## src/rtl/rcu_pkg.sv

```systemverilog
// Package for the rectangle clip unit: operation codes, sizes and control types
`default_nettype none

package rcu_pkg;

  // Default coordinate width
  localparam int COORD_WIDTH_DEF = 16;

  // Pieces per item and edges per piece
  localparam int NUM_PIECES = 4;
  localparam int NUM_EDGES  = 4;

  // Depth of the queue between front and back
  localparam int QUEUE_DEPTH = 2;

  // Edge slots within one piece
  localparam int EDGE_L = 0;
  localparam int EDGE_T = 1;
  localparam int EDGE_R = 2;
  localparam int EDGE_B = 3;

  // Operation codes
  localparam logic [2:0] KIND_INTERSECTS    = 3'd0;
  localparam logic [2:0] KIND_INTERSECTION  = 3'd1;
  localparam logic [2:0] KIND_SUBTRACT      = 3'd2;
  localparam logic [2:0] KIND_CONTAINS_RECT = 3'd3;
  localparam logic [2:0] KIND_CONTAINS_PT   = 3'd4;

  // Per-item control carried through the queue
  typedef struct packed {
    logic                  flag;
    logic [NUM_PIECES-1:0] mask;
  } rcu_ctl_t;

endpackage

`default_nettype wire

```

## src/rtl/rcu_front.sv

```systemverilog
// Front end: forms edges, classifies the operation and builds the pieces to emit
`default_nettype none

module rcu_front #(
  parameter int CW = rcu_pkg::COORD_WIDTH_DEF
) (
  input  wire logic                  valid,
  output logic                       stall,
  input  wire logic [2:0]            kind,
  input  wire logic signed [CW-1:0]  a_left,
  input  wire logic signed [CW-1:0]  a_top,
  input  wire logic [CW-2:0]         a_width,
  input  wire logic [CW-2:0]         a_height,
  input  wire logic signed [CW-1:0]  b_left,
  input  wire logic signed [CW-1:0]  b_top,
  input  wire logic [CW-2:0]         b_width,
  input  wire logic [CW-2:0]         b_height,
  input  wire logic signed [CW-1:0]  point_x,
  input  wire logic signed [CW-1:0]  point_y,
  input  wire logic                  queue_full,
  output logic                       wr_en,
  output rcu_pkg::rcu_ctl_t          wr_ctl,
  output logic [rcu_pkg::NUM_PIECES-1:0][rcu_pkg::NUM_EDGES-1:0][CW:0] wr_pieces
);
  import rcu_pkg::*;

  localparam int EW = CW + 1;

  logic signed [EW-1:0] al, at, bl, bt, px, py;
  logic signed [EW-1:0] ar, ab, br, bb;
  logic signed [EW-1:0] max_l, max_t, min_r, min_b;
  logic                 hit, in_rect, in_pt;

  // Edges one bit wider than a coordinate
  assign al = {a_left[CW-1], a_left};
  assign at = {a_top[CW-1], a_top};
  assign bl = {b_left[CW-1], b_left};
  assign bt = {b_top[CW-1], b_top};
  assign px = {point_x[CW-1], point_x};
  assign py = {point_y[CW-1], point_y};
  assign ar = al + $signed({2'b00, a_width});
  assign ab = at + $signed({2'b00, a_height});
  assign br = bl + $signed({2'b00, b_width});
  assign bb = bt + $signed({2'b00, b_height});

  // Overlap and containment tests
  assign hit     = !(bb <= at || br <= al || ar <= bl || ab <= bt);
  assign in_rect = (al <= bl) && (br <= ar) && (at <= bt) && (bb <= ab);
  assign in_pt   = (al <= px) && (px < ar) && (at <= py) && (py < ab);

  // Overlap window
  assign max_l = (al > bl) ? al : bl;
  assign max_t = (at > bt) ? at : bt;
  assign min_r = (ar < br) ? ar : br;
  assign min_b = (ab < bb) ? ab : bb;

  // Operation decode: which pieces exist and their edges
  always_comb begin
    wr_ctl    = '0;
    wr_pieces = '0;
    unique case (kind)
      KIND_INTERSECTS: begin
        wr_ctl.flag = hit;
        wr_ctl.mask = NUM_PIECES'(1);
      end
      KIND_INTERSECTION: begin
        wr_ctl.mask             = NUM_PIECES'(1);
        wr_pieces[0][EDGE_L]    = max_l;
        wr_pieces[0][EDGE_T]    = max_t;
        wr_pieces[0][EDGE_R]    = min_r;
        wr_pieces[0][EDGE_B]    = min_b;
      end
      KIND_SUBTRACT: begin
        if (hit) begin
          wr_ctl.mask = {bb < ab, br < ar, al < bl, at < bt};
          // above B
          wr_pieces[0][EDGE_L] = max_l;
          wr_pieces[0][EDGE_T] = at;
          wr_pieces[0][EDGE_R] = min_r;
          wr_pieces[0][EDGE_B] = bt;
          // left of B
          wr_pieces[1][EDGE_L] = al;
          wr_pieces[1][EDGE_T] = at;
          wr_pieces[1][EDGE_R] = bl;
          wr_pieces[1][EDGE_B] = ab;
          // right of B
          wr_pieces[2][EDGE_L] = br;
          wr_pieces[2][EDGE_T] = at;
          wr_pieces[2][EDGE_R] = ar;
          wr_pieces[2][EDGE_B] = ab;
          // below B
          wr_pieces[3][EDGE_L] = max_l;
          wr_pieces[3][EDGE_T] = min_b;
          wr_pieces[3][EDGE_R] = min_r;
          wr_pieces[3][EDGE_B] = ab;
        end else begin
          wr_ctl.mask          = NUM_PIECES'(1);
          wr_pieces[0][EDGE_L] = al;
          wr_pieces[0][EDGE_T] = at;
          wr_pieces[0][EDGE_R] = ar;
          wr_pieces[0][EDGE_B] = ab;
        end
      end
      KIND_CONTAINS_RECT: begin
        wr_ctl.flag = in_rect;
        wr_ctl.mask = NUM_PIECES'(1);
      end
      KIND_CONTAINS_PT: begin
        wr_ctl.flag = in_pt;
        wr_ctl.mask = NUM_PIECES'(1);
      end
      default: begin
        wr_ctl = '0;
      end
    endcase
  end

  // Beats with nothing to emit are taken and dropped
  assign stall = queue_full;
  assign wr_en = valid && !queue_full && (wr_ctl.mask != '0);

endmodule

`default_nettype wire

```

## src/rtl/rcu_queue.sv

```systemverilog
// Short queue of classified items between front and back
`default_nettype none

module rcu_queue #(
  parameter int CW = rcu_pkg::COORD_WIDTH_DEF
) (
  input  wire logic                clk,
  input  wire logic                rst,
  input  wire logic                wr_en,
  input  wire rcu_pkg::rcu_ctl_t   wr_ctl,
  input  wire logic [rcu_pkg::NUM_PIECES-1:0][rcu_pkg::NUM_EDGES-1:0][CW:0] wr_pieces,
  output logic                     full,
  output logic                     rd_valid,
  output rcu_pkg::rcu_ctl_t        rd_ctl,
  output logic [rcu_pkg::NUM_PIECES-1:0][rcu_pkg::NUM_EDGES-1:0][CW:0] rd_pieces,
  input  wire logic                pop
);
  import rcu_pkg::*;

  localparam int PTR_W = (QUEUE_DEPTH > 1) ? $clog2(QUEUE_DEPTH) : 1;
  localparam int CNT_W = $clog2(QUEUE_DEPTH + 1);

  rcu_ctl_t                                  ctl_q   [QUEUE_DEPTH];
  logic [NUM_PIECES-1:0][NUM_EDGES-1:0][CW:0] piece_q [QUEUE_DEPTH];
  logic [PTR_W-1:0]                          wr_ptr, rd_ptr;
  logic [CNT_W-1:0]                          count;

  assign full     = (count == CNT_W'(QUEUE_DEPTH));
  assign rd_valid = (count != '0);
  assign rd_ctl   = ctl_q[rd_ptr];
  assign rd_pieces = piece_q[rd_ptr];

  // Entry storage
  always_ff @(posedge clk) begin
    if (wr_en) begin
      ctl_q[wr_ptr]   <= wr_ctl;
      piece_q[wr_ptr] <= wr_pieces;
    end
  end

  // Pointers and fill count
  always_ff @(posedge clk) begin
    if (rst) begin
      wr_ptr <= '0;
      rd_ptr <= '0;
      count  <= '0;
    end else begin
      if (wr_en) begin
        wr_ptr <= (wr_ptr == PTR_W'(QUEUE_DEPTH - 1)) ? '0 : wr_ptr + 1'b1;
      end
      if (pop) begin
        rd_ptr <= (rd_ptr == PTR_W'(QUEUE_DEPTH - 1)) ? '0 : rd_ptr + 1'b1;
      end
      if (wr_en && !pop) begin
        count <= count + 1'b1;
      end else if (pop && !wr_en) begin
        count <= count - 1'b1;
      end
    end
  end

endmodule

`default_nettype wire

```

## src/rtl/rcu_back.sv

```systemverilog
// Back end: walks the pieces of the head item, folds and saturates, drives result beats
`default_nettype none

module rcu_back #(
  parameter int CW = rcu_pkg::COORD_WIDTH_DEF
) (
  input  wire logic                clk,
  input  wire logic                rst,
  input  wire logic                rd_valid,
  input  wire rcu_pkg::rcu_ctl_t   rd_ctl,
  input  wire logic [rcu_pkg::NUM_PIECES-1:0][rcu_pkg::NUM_EDGES-1:0][CW:0] rd_pieces,
  output logic                     pop,
  output logic                     valid,
  input  wire logic                stall,
  output logic                     flag,
  output logic signed [CW-1:0]     res_left,
  output logic signed [CW-1:0]     res_top,
  output logic [CW-2:0]            res_width,
  output logic [CW-2:0]            res_height,
  output logic                     last
);
  import rcu_pkg::*;

  localparam int EW      = CW + 1;
  localparam int DW      = CW + 2;
  localparam int PIECE_W = $clog2(NUM_PIECES);

  // Saturate a wide edge to the signed coordinate range
  function automatic logic [CW-1:0] sat_coord(input logic [EW-1:0] v);
    logic [CW-1:0] r;
    if (v[EW-1] != v[EW-2]) begin
      r = v[EW-1] ? {1'b1, {(CW-1){1'b0}}} : {1'b0, {(CW-1){1'b1}}};
    end else begin
      r = v[CW-1:0];
    end
    return r;
  endfunction

  // Saturate a non-negative size to the size range
  function automatic logic [CW-2:0] sat_size(input logic [DW-1:0] v);
    logic [CW-2:0] r;
    if (|v[DW-1:CW-1]) begin
      r = {(CW-1){1'b1}};
    end else begin
      r = v[CW-2:0];
    end
    return r;
  endfunction

  logic [NUM_PIECES-1:0] done;
  logic [NUM_PIECES-1:0] remaining, sel_hot, rest;
  logic [PIECE_W-1:0]    sel;
  logic                  found, is_last, load;
  logic [EW-1:0]         pl, pt, pr, pb, lo_x, lo_y;
  logic [DW-1:0]         dx_pos, dx_neg, dy_pos, dy_neg, mag_x, mag_y;

  // Pick the lowest piece still to go
  assign remaining = rd_ctl.mask & ~done;
  always_comb begin
    sel   = '0;
    found = 1'b0;
    for (int i = 0; i < NUM_PIECES; i++) begin
      if (remaining[i] && !found) begin
        sel   = PIECE_W'(i);
        found = 1'b1;
      end
    end
  end
  assign sel_hot = NUM_PIECES'(1) << sel;
  assign rest    = remaining & ~sel_hot;
  assign is_last = (rest == '0);

  // Output register free or being drained
  assign load = rd_valid && (!valid || !stall);
  assign pop  = load && is_last;

  // Fold a negative size back onto the edge
  assign pl     = rd_pieces[sel][EDGE_L];
  assign pt     = rd_pieces[sel][EDGE_T];
  assign pr     = rd_pieces[sel][EDGE_R];
  assign pb     = rd_pieces[sel][EDGE_B];
  assign dx_pos = {pr[EW-1], pr} - {pl[EW-1], pl};
  assign dx_neg = {pl[EW-1], pl} - {pr[EW-1], pr};
  assign dy_pos = {pb[EW-1], pb} - {pt[EW-1], pt};
  assign dy_neg = {pt[EW-1], pt} - {pb[EW-1], pb};
  assign lo_x   = dx_pos[DW-1] ? pr : pl;
  assign mag_x  = dx_pos[DW-1] ? dx_neg : dx_pos;
  assign lo_y   = dy_pos[DW-1] ? pb : pt;
  assign mag_y  = dy_pos[DW-1] ? dy_neg : dy_pos;

  // Progress through the head item
  always_ff @(posedge clk) begin
    if (rst) begin
      done  <= '0;
      valid <= 1'b0;
    end else begin
      if (load) begin
        done <= is_last ? '0 : (done | sel_hot);
      end
      if (!valid || !stall) begin
        valid <= rd_valid;
      end
    end
  end

  // Result beat
  always_ff @(posedge clk) begin
    if (load) begin
      flag       <= rd_ctl.flag;
      res_left   <= sat_coord(lo_x);
      res_top    <= sat_coord(lo_y);
      res_width  <= sat_size(mag_x);
      res_height <= sat_size(mag_y);
      last       <= is_last;
    end
  end

endmodule

`default_nettype wire

```

## src/rtl/rectangle_clip_unit_top.sv

```systemverilog
// Top level of the rectangle clip unit
//
// Request channel (req_valid / req_stall): one beat carries an operation kind,
// rectangles A and B and a test point. Result channel (res_valid / res_stall):
// one beat carries a flag and a rectangle; last marks the final beat of a request.
// Flag kinds and intersection give one beat, subtract gives up to four, or none
// when A is fully covered; unused kind codes are taken and give nothing.
// A taken request is written into the queue, and the back end loads the output
// register from the queue head whenever that register is free or being drained.
// Throughput: one result beat per cycle while res_stall is low, set by the back
// end emitting one piece a cycle; requests giving one beat each are taken back to
// back. A two-entry queue sits between front and back; req_stall rises only when
// it is full, e.g. while a subtract drains its pieces.
// When res_stall is high the result beat holds and the back end waits; the
// front keeps taking requests until the queue fills.
// Reset (rst, synchronous) empties the queue and drops any result beat.
`default_nettype none

module rectangle_clip_unit_top #(
  parameter int COORD_WIDTH = rcu_pkg::COORD_WIDTH_DEF
) (
  input  wire logic                          clk,
  input  wire logic                          rst,
  input  wire logic                          req_valid,
  output logic                               req_stall,
  input  wire logic [2:0]                    kind,
  input  wire logic signed [COORD_WIDTH-1:0] a_left,
  input  wire logic signed [COORD_WIDTH-1:0] a_top,
  input  wire logic [COORD_WIDTH-2:0]        a_width,
  input  wire logic [COORD_WIDTH-2:0]        a_height,
  input  wire logic signed [COORD_WIDTH-1:0] b_left,
  input  wire logic signed [COORD_WIDTH-1:0] b_top,
  input  wire logic [COORD_WIDTH-2:0]        b_width,
  input  wire logic [COORD_WIDTH-2:0]        b_height,
  input  wire logic signed [COORD_WIDTH-1:0] point_x,
  input  wire logic signed [COORD_WIDTH-1:0] point_y,
  output logic                               res_valid,
  input  wire logic                          res_stall,
  output logic                               flag,
  output logic signed [COORD_WIDTH-1:0]      res_left,
  output logic signed [COORD_WIDTH-1:0]      res_top,
  output logic [COORD_WIDTH-2:0]             res_width,
  output logic [COORD_WIDTH-2:0]             res_height,
  output logic                               last
);
  import rcu_pkg::*;

  logic                                               wr_en, queue_full;
  logic                                               rd_valid, pop;
  rcu_ctl_t                                           wr_ctl, rd_ctl;
  logic [NUM_PIECES-1:0][NUM_EDGES-1:0][COORD_WIDTH:0] wr_pieces, rd_pieces;

  rcu_front #(.CW(COORD_WIDTH)) u_front (
    .valid      (req_valid),
    .stall      (req_stall),
    .kind       (kind),
    .a_left     (a_left),
    .a_top      (a_top),
    .a_width    (a_width),
    .a_height   (a_height),
    .b_left     (b_left),
    .b_top      (b_top),
    .b_width    (b_width),
    .b_height   (b_height),
    .point_x    (point_x),
    .point_y    (point_y),
    .queue_full (queue_full),
    .wr_en      (wr_en),
    .wr_ctl     (wr_ctl),
    .wr_pieces  (wr_pieces)
  );

  rcu_queue #(.CW(COORD_WIDTH)) u_queue (
    .clk       (clk),
    .rst       (rst),
    .wr_en     (wr_en),
    .wr_ctl    (wr_ctl),
    .wr_pieces (wr_pieces),
    .full      (queue_full),
    .rd_valid  (rd_valid),
    .rd_ctl    (rd_ctl),
    .rd_pieces (rd_pieces),
    .pop       (pop)
  );

  rcu_back #(.CW(COORD_WIDTH)) u_back (
    .clk        (clk),
    .rst        (rst),
    .rd_valid   (rd_valid),
    .rd_ctl     (rd_ctl),
    .rd_pieces  (rd_pieces),
    .pop        (pop),
    .valid      (res_valid),
    .stall      (res_stall),
    .flag       (flag),
    .res_left   (res_left),
    .res_top    (res_top),
    .res_width  (res_width),
    .res_height (res_height),
    .last       (last)
  );

endmodule

`default_nettype wire

```

## config.mk

```make
export PLATFORM = sky130hd
export DESIGN_NAME = rectangle_clip_unit_top
export DESIGN_NICKNAME = d
export VERILOG_FILES = /design/src/rtl/rcu_pkg.sv /design/src/rtl/rcu_front.sv /design/src/rtl/rcu_queue.sv /design/src/rtl/rcu_back.sv /design/src/rtl/rectangle_clip_unit_top.sv
export SDC_FILE = /design/constraint.sdc
export NUM_CORES = 1
export LEC_CHECK = 0
export ABC_AREA = 1
export BUFFER_PORTS_ARGS = -buffer_cell sky130_fd_sc_hd__clkbuf_2
export CAP_MARGIN = 25
export CORE_UTILIZATION = 55
export CTS_CLUSTER_SIZE = 24
export DETAILED_ROUTE_END_ITERATION = 16
export PLACE_DENSITY = 0.83
export SETUP_SLACK_MARGIN = 0.5
export SLEW_MARGIN = 20
export SYNTH_ARGS = -nofsm -noshare
export SYNTH_HDL_FRONTEND = slang
export SYNTH_HIERARCHICAL = 1
export SYNTH_SLANG_ARGS = --single-unit
```

## constraint.sdc

```tcl
create_clock -name clk -period 29.6 [get_ports clk]
set_input_delay 1.48 -clock clk [delete_from_list [all_inputs] [get_ports clk]]
set_output_delay 1.48 -clock clk [all_outputs]
set_load 0.005 [all_outputs]
```

[Yosys cells after proc, flatten, opt, wreduce, memory -nomap -nowiden]
Memory sizes are Yosys's and may differ from the RTL's. A register that Yosys moved wholly into a read port is not among the register bits.
Index checks and enable logic that the tools add are counted.
Word-level totals
  bits in registers: 73
  bits in writable memories: 554
  bits of input ports: 163
  output and inout port bits: 66
  logic and storage cells: 133
  memories: 2
Cells by class
  $add $sub $neg: 12
  $lt $le $gt $ge: 21
  eq/ne operators: 7
  shift operators: 1
  mux-type cells: 38
  bitwise gates (word level): 5
  reduce and logical (&&, ||, !) cells: 36
Memory list
  u_queue.piece_q: words 2, bits a word 272, rd ports 1, clocked after memory_dff 1, wr ports 1, line rcu_queue.sv:24  | logic [NUM_PIECES-1:0][NUM_EDGES-1:0][CW:0] piece_q [QUEUE_DEPTH];
  u_queue.ctl_q: words 2, bits a word 5, rd ports 1, clocked after memory_dff 1, wr ports 1, line rcu_queue.sv:23  | rcu_ctl_t ctl_q [QUEUE_DEPTH];
Operator list (number)
  204-bit two-way mux: 2
  68-bit binary-select mux with 2-bit select: 1
  68-bit two-way mux: 2
  68-bit one-hot mux with 2 select lines: 1
  17-bit two-way mux: 6
  17-bit by 17-bit subtractor with 18-bit output: 4
  16-bit by 16-bit adder with 17-bit output: 4
  17-bit by 16-bit less-or-equal comparator with 1-bit output: 4
  17-bit < comparator: 4
  16-bit less-or-equal comparator: 4
  16-bit two-way mux: 4
  18-bit two-way mux: 2
  17-bit less-or-equal comparator: 2
  16-bit by 17-bit < comparator with 1-bit output: 2
  16-bit greater-than comparator: 2
  16-bit < comparator: 2
  1-bit logical AND: 15
  1-bit two-way mux: 12
  1-bit logical NOT: 9
  4-bit bitwise AND: 2
  2-bit two-way mux: 4
  4-bit two-way mux: 2
  4-bit NOT: 2
  4-bit one-hot mux with 2 select lines: 1
  other kinds (19): 27

[Depth between registers and ports, before layout]
Gate-level depths: netlist of the first run.
  depth after elaboration: 20
  mapped depth: 36
  depth with buffers taken out: 36

[Cells and area by module]
The synthesis of the first run kept the hierarchy.
By module, submodules not included
  rcu_queue: times used 1, cells an instance 895, area an instance 21169.1 um^2
  rcu_front: times used 1, cells an instance 1887, area an instance 10870.4 um^2
  rcu_back: times used 1, cells an instance 1639, area an instance 9665.5 um^2

[Least setup slack after synthesis of the first run]
No wires, ideal clock.
  path type: input to register
  start: in b_left[0]
  end: mem u_queue/ctl_q[0][0] (netlist bit) (enable)
  library setup time: 0.922 ns
  arrival: 16.005 ns
  required time: 28.678 ns
  path slack: 12.674 ns
  stages: 25
  path buffers: 0
  cell sequence: ha_1 inv_1 fa_1 o21ai_0 a21oi_1 nor3_1 nor2_1 xor2_1 inv_1 ha_1 nand2_1 inv_1 o21bai_1 nand2_1 a21oi_1 nand2_1 nand2_1 nand3_1 nor2_4 o21ai_0 nand2_1 nor2_1 nor2_1 inv_1 nor2_1
On the way
  longest elaborated chain between the ends: 11
  elaborated cells on any way between the ends: 14
  classes of those cells: 1 x add/sub; 4 x order compare; 4 x mux; 5 x reduce/logical
RTL lines
  start, declared: line rectangle_clip_unit_top.sv:31  | input wire logic signed [COORD_WIDTH-1:0] b_left,
  16-bit by 16-bit adder with 17-bit output: line rcu_front.sv:43  | assign br = bl + $signed({2'b00, b_width});
  17-bit by 16-bit less-or-equal comparator with 1-bit output: line rcu_front.sv:47  | assign hit = !(bb <= at || br <= al || ar <= bl || ab <= bt);
  1-bit logical OR (3 in a row): line rcu_front.sv:47
  4-bit two-way mux *: line rcu_front.sv:74  | if (hit) begin
  4-bit one-hot mux with 2 select lines *: line rcu_front.sv:61  | unique case (kind)
  4-bit nonzero test *: line rcu_front.sv:120  | assign wr_en = valid && !queue_full && (wr_ctl.mask != '0);
  1-bit logical AND *: line rcu_front.sv:120
  named net wr_en: line rectangle_clip_unit_top.sv:48  | logic wr_en, queue_full;
  1-bit two-way mux *: line rcu_queue.sv:35  | if (wr_en) begin
  1-bit two-way mux (implied by the code) *: line rcu_queue.sv:36  | ctl_q[wr_ptr] <= wr_ctl;
  end, declared: line rcu_queue.sv:23
Mark *: on every way through the listed nets, which the timed path passes. The rest lies on a longest branch.

==> impl_summary.log, run 1 <==
[metrics] hold path cells: 2
[metrics] Core Region: 74700 um2
[metrics] placed inst area: 42900 um2
[metrics] EDFF count, synth: 618
[metrics] Starting Density: 55.8%
[metrics] actual transition at the worst max-transition pin: 1140 ps
[metrics] die span in x: 277 um
[metrics] via count: 32300
[metrics] clock input transition at the sequential cells of the worst setup and hold paths: 60 ps
[metrics] clock tree from TritonCTS: done
[metrics] share of layout cells above drive strength 1: 15.7%
[metrics] most frequent cells in the layout: nand2_1, edfxtp_1, inv_1
[metrics] worst reg2reg path endpoint: u_back/res_height[7]$_SDFFCE_PP1P_
[metrics] antenna-violating nets left: 0
[metrics] startpoint of the tightest hold check path: u_back/valid$_SDFFE_PP0N_
[metrics] Syn Nets: 4919
[metrics] H-tree lvl count: 2
[metrics] iteration-0 DRC count of the detailed router: 3846
[metrics] share of flip-flops with an asynchronous set or reset: 0%
[metrics] Yosys cell types: 58
[metrics] number of global-route vias before repair: 31200
[metrics] FP Rows: 100
[metrics] RSZ-0062 raised after global routing: no
[metrics] skew final: 39.7 ps
[metrics] total iterations of the first detailed-routing run: 6
[metrics] primary flip-flop cell chosen by synthesis mapping: edfxtp_1
[metrics] required time at the endpoint of the critical path: 29930 ps
[metrics] kind of critical path: reg2reg
[metrics] worst hold-check path type: reg2reg
[metrics] pin count of the biggest net entering global routing: 180
[metrics] status: completed
[metrics] Post-CTS Resized: 0
[metrics] terminating pin of the worst hold path: u_back/valid$_SDFFE_PP0N_
[metrics] via density per instance: 5.81
[metrics] final setup vio count: 0
[metrics] fillcell total: 6098
[metrics] Clock Tree Buf Depth: 3
[metrics] Syn-to-layout area delta: 7.77%
[metrics] height of the die: 277 um
[metrics] most common cell after layout, fill and taps aside: nand2_1
[metrics] Hold-fix buffers, CTS: 0
[metrics] gp weighted congestion: 0.966
[metrics] worst-case hold slack: 494 ps
[metrics] number of remaining DRC errors: 0
[metrics] Worst-Skew Late Latency: 640 ps
[metrics] register-to-register setup slack: 21850 ps
[metrics] count of max-cap constraint violations: 0
[metrics] number of flip-flops and latches in the synthesized netlist: 628
[metrics] final sum of negative setup slack: 0 ps
[metrics] fin. max-slew vios: 0
[metrics] average footprint of a synthesized cell: 9.43 um2
[metrics] leftover overflow at the end of global routing: 0
[metrics] antenna violations before repair: 3
[metrics] fraction of the yosys area taken by sequential cells: 45.0%
[metrics] endpoints failing hold: 0
[metrics] Final nets: 5032
[metrics] CTS Root Cell: clkbuf_16
[metrics] WL/cell: 21.0 um
[metrics] half-perimeter wire length of the detailed placement result: 84600 um
[metrics] final clock period utilization by the worst path: 26.2%
[metrics] number of buffers added on ports: 228
[metrics] TritonCTS sink count: 628
[metrics] warning count from the yosys run: 6
[metrics] wire length of the first global-routing pass: 177000 um
[metrics] num ports: 229
[metrics] postcts setup bufs: 0
[metrics] post-synthesis cell count: 4421
[metrics] Final min period: 7750 ps
[metrics] die outline area: 76900 um2
[metrics] final design instance area without fill: 44900 um2
[metrics] overall track demand over capacity in global routing: 29.7%
[metrics] number of buffers created by CTS: 60
[metrics] max-slew headroom at the worst pin: 24.0%
[metrics] cell count of the worst reg-to-reg path: 23
[metrics] combined area of all synthesized cells: 41700 um2
[metrics] Worst setup EP type: flop
[metrics] highest clock frequency the design can meet: 129 MHz
[metrics] maximum fanout count along the critical path: 44
[metrics] data arrival time of the critical path: 8080 ps
[metrics] Critical Path Source Type: flop
[metrics] Final Routed Wirelength: 117000 um
[cell usage after synthesis, types with 47 or more instances]
cell | n | share of area [%]
inv_1 | 515 | 4.6
a21oi_1 | 213 | 2.6
buf_2 | 56 | 0.67
edfxtp_1 | 618 | 44
buf_4 | 66 | 1.2
o21ai_0 | 145 | 1.7
nand2_1 | 1139 | 10
xor2_1 | 61 | 1.3
mux2_2 | 47 | 1.3
nor2_1 | 357 | 3.2
mux2_4 | 230 | 8.3
ha_1 | 327 | 9.8
nand3_1 | 216 | 2.6
[flip-flops by register name, indices dropped and copies added (netlist names), named ones only]
register           flops
u_back/last            1
u_queue/wr_ptr         1
u_queue/piece_q      544
u_queue/count          2
u_queue/ctl_q         10
u_back/done            4
u_back/res_height     15
u_back/valid           1
u_back/res_top        16
u_queue/rd_ptr         1
u_back/res_left       16
u_back/flag            1
u_back/res_width      15
[cell families after synthesis]
logic type	count (synthesis)	synth area share [%]
AO/OA/AOI/OAI	522	7.16
XOR/XNOR	78	1.64
adder cells (fa/ha/maj)	335	10.2
AND/OR/NAND/NOR	1859	18.6
buffers and inverters	722	7.89
flip-flops	628	45.0
multiplexers	277	9.55
[metal layers]
metal | up-vias | wire (um) | GRT usage [%]
li1 | 15100 | - | -
met1 | 15300 | 48600 | 41.6
met2 | 1705 | 53000 | 47.1
met3 | 211 | 12000 | 4.54
met4 | 2 | 3230 | 9.54
met5 | - | 13 | 0
[per-stage QoR]
step / util (%) / cells / setup slack, ps
detailed placement: 57.5 / 5439 / 21460
floorplan: - / 4421 / 12670
global placement: 57.5 / 5439 / 21650
finish: 60.2 / 5556 / 21850
CTS: 60.1 / 5552 / 21950
global route: 60.2 / 5556 / 21430
[layout make-up]
cell class                      instances  area (um2)  share of cell area, %
Multi-Input combinational cell       3071       19700                   43.8
Sequential cell                       628       18800                   41.7
Inverter                              523        1970                   4.39
Clock buffer                           80        1640                   3.64
Timing Repair Buffer                  250        1350                   3.00
Tap cell                              969        1210                   2.70
Clock inverter                         33         328                  0.729
Antenna cell                            2        5.00                 0.0111
[worst max path at each step]
stage                                          to       from  slack [ps]
3_3_place_gp    u_queue/piece_q[1][212]$_DFFE_PP_  b_left[0]       21650
5_1_grt        u_back/res_height[7]$_SDFFCE_PP1P_       flop       21430
2_1_floorplan       u_queue/ctl_q[0][0]$_DFFE_PP_  b_left[0]       12670
4_1_cts        u_back/res_height[7]$_SDFFCE_PP1P_       flop       21950
6_report       u_back/res_height[7]$_SDFFCE_PP1P_       flop       21850
3_5_place_dp      u_queue/piece_q[1][8]$_DFFE_PP_  b_left[0]       21460
[critical path, stage by stage, from the launching register on]
cell and delay (ps):
dfxtp_4 670, buf_4 730, mux2_2 290, inv_1 50, nor2_1 210, nand2_1 280
nand2_2 330, clkinv_1 860, buf_4 640, nand2_1 140, nand3_1 240, ha_1 500
nand2_1 180, inv_2 80, nand2_1 90, nand2_1 50, nand2_1 50, nand2_1 100
nand2_2 140, nand4_2 410, nand2_2 710, nor2_1 170, nor2_4 320, nand3_1 140
Power of run 1 is not shown: default switching activity piles up to over one toggle a cycle in this logic, so the estimate is an artifact.
==> run 2: changes to the inputs <==
PLACE_DENSITY = 0.86   (was 0.83)
clock period = 7.13 ns   (was 29.6 ns; I/O delays follow)
==> run 2 against run 1 <==
Net effect: sequential share of layout area shrank 0.26 points; first-iteration DRC count grew 5.8%; die area is the same; worst hold slack lost 430 ps; via count grew 2.3%; critical path type unchanged; wire length grew 3.6%; critical path depth shrank 5; worst setup slack lost 21000 ps; global-route usage grew 1.1 points.
==> impl_summary.log, run 2 (same netlist as run 1, synthesis figures left out) <==
[metrics] Starting Density: 55.8%
[metrics] clock tree from TritonCTS: done
[metrics] wire length of the first global-routing pass: 183000 um
[metrics] status: completed
[metrics] highest clock frequency the design can meet: 170 MHz
[metrics] num ports: 229
[metrics] Post-CTS Resized: 0
[metrics] crit path max-delay cell type: buf_4
[metrics] antenna violations before repair: 3
[metrics] Worst setup EP type: flop
[metrics] met3 routing resource usage after global routing: 6.24%
[metrics] WL/cell: 21.7 um
[metrics] skew final: 67.4 ps
[metrics] number of global-route vias before repair: 31900
[metrics] iteration-0 DRC count of the detailed router: 4068
[metrics] placed inst area: 43200 um2
[metrics] H-tree lvl count: 2
[metrics] worst path buffer plus inverter count: 3
[metrics] share of layout cells above drive strength 1: 16.2%
[metrics] actual transition at the worst max-transition pin: 1060 ps
[metrics] endpoints failing hold: 0
[metrics] Core Region: 74700 um2
[metrics] maximum fanout count along the critical path: 117
[metrics] leftover overflow at the end of global routing: 0
[metrics] gp weighted congestion: 0.983
[metrics] CTS Root Cell: clkbuf_16
[metrics] Final min period: 5890 ps
[metrics] Critical Path Source Type: flop
[metrics] terminating pin of the worst hold path: u_back/valid$_SDFFE_PP0N_
[metrics] Syn-to-layout area delta: 8.45%
[metrics] most common cell after layout, fill and taps aside: nand2_1
[metrics] die span in x: 277 um
[metrics] routing layer with the top usage in global route: met2
[metrics] via count: 33000
[metrics] Final Routed Wirelength: 121000 um
[metrics] cell-by-cell trace of the critical path: buf_12, buf_4, mux2_4, nand2_1, nand2_1, a21oi_1, nand2_1, ha_1, nand2_1, inv_1, nand2_1, nand2_1, a21oi_2, nand4_4, nand2_4, nor2_2, nor2_4, nand3_1
[metrics] largest registers ranked by flip-flop count: u_queue/piece_q: 544 flops, u_back/res_left: 16 flops, u_back/res_top: 16 flops
[metrics] number of remaining DRC errors: 0
[metrics] hold path cells: 2
[metrics] final core occ: 60.6%
[metrics] Worst-Skew Late Latency: 660 ps
[metrics] count of max-cap constraint violations: 0
[metrics] total iterations of the first detailed-routing run: 8
[metrics] Clock Tree Buf Depth: 3
[metrics] Final nets: 5046
[metrics] clock input transition at the sequential cells of the worst setup and hold paths: 70 ps
[metrics] met1 track demand over resource in global routing: 42.2%
[metrics] required time at the endpoint of the critical path: 7450 ps
[metrics] cell family contributing the most delay on the critical path: simple AND/OR/NAND/NOR gates
[metrics] antenna-violating nets left: 0
[metrics] overall track demand over capacity in global routing: 30.8%
[metrics] startpoint of the tightest hold check path: rst
[metrics] GRT met2 Usage: 48.3%
[metrics] kind of critical path: reg2reg
[metrics] fin. max-slew vios: 0
[metrics] max-slew headroom at the worst pin: 29.5%
[metrics] max FFs per register: 544
[metrics] final clock period utilization by the worst path: 82.7%
[metrics] worst reg2reg path endpoint: u_back/res_width[1]$_SDFFCE_PP1P_
[metrics] number of buffers added on ports: 228
[metrics] TritonCTS sink count: 628
[metrics] FP Rows: 100
[metrics] via density per instance: 5.93
[metrics] register with the most flip-flops: u_queue/piece_q
[metrics] RSZ-0062 raised after global routing: no
[metrics] fillcell total: 5816
[metrics] data arrival time of the critical path: 6210 ps
[metrics] worst hold-check path type: in2reg
[metrics] pin count of the biggest net entering global routing: 153
[metrics] final setup vio count: 0
[metrics] height of the die: 277 um
[metrics] half-perimeter wire length of the detailed placement result: 88700 um
[metrics] Critical Path Most Common Cell: nand2_1
[metrics] die outline area: 76900 um2
[metrics] largest stage delay on the critical path: 930 ps
[metrics] cell count of the worst reg-to-reg path: 18
[metrics] final design instance area without fill: 45200 um2
[metrics] register-to-register setup slack: 1240 ps
[metrics] number of buffers created by CTS: 59
[metrics] most frequent cells in the layout: nand2_1, edfxtp_1, inv_1
==> run 2: changes by cell type in the layout (fill, tap and decap cells not counted), moves of 5 or more <==
cell / before / now
buf_12: 1 / 9
clkinvlp_4: 4 / 11
clkinv_1: 7 / 12
o21ai_0: 145 / 140
clkbuf_1: 14 / 4
clkbuf_8: 6 / 0
buf_4: 19 / 26
==> run 2: per-stage QoR <==
stage / TNS, ps / hold WS (ps) / worst slack (ps) / std cells
floorplan: -362000 / 426 / -674 / 4421
global placement: 0 / 467 / 1110 / 5454
detailed placement: 0 / 488 / 1040 / 5454
CTS: 0 / 44.6 / 1240 / 5565
global route: 0 / 103 / 833 / 5568
finish: 0 / 66.7 / 1240 / 5569
==> run 2: layout make-up <==
| type | count | area [um2] | share of cell area, % |
|---|---|---|---|
| well taps | 969 | 1210 | 2.68 |
| diodes | 3 | 7.51 | 0.0166 |
| multi-input cells | 3071 | 19700 | 43.6 |
| flip-flops and latches | 628 | 18800 | 41.5 |
| repair buffers | 265 | 1540 | 3.41 |
| clock buffers | 64 | 1520 | 3.35 |
| inverters | 523 | 1970 | 4.35 |
| clock inverters | 46 | 488 | 1.08 |
==> run 2: worst max path at each step <==
| stage | to | slack [ps] | cells after the start |
|---|---|---|---|
| final | u_back/res_width[1]$_SDFFCE_PP1P_ | 1240 | 18 |
| after global routing | u_back/res_width[1]$_SDFFCE_PP1P_ | 830 | 18 |
| after CTS | u_back/res_width[1]$_SDFFCE_PP1P_ | 1240 | 18 |
| after detailed placement | u_queue/piece_q[1][104]$_DFFE_PP_ | 1040 | 27 |
| after global placement | u_queue/piece_q[1][204]$_DFFE_PP_ | 1110 | 27 |
| after floorplan | u_queue/ctl_q[0][0]$_DFFE_PP_ | -670 | 27 |
==> run 2: repair_timing <==
action	in CTS	in global routing
buffers inserted	0	0
hold buffers	1	0
endpoints found under the hold margin	1	0
==> run 2: routing by layer <==
layer / vias up / part of all wire, %
li1: 15100 / -
met1: 15500 / 40
met2: 2063 / 45
met3: 316 / 12
met4: 2 / 3.5
met5: - / 0.011
Power of run 2 is left out for the same reason.
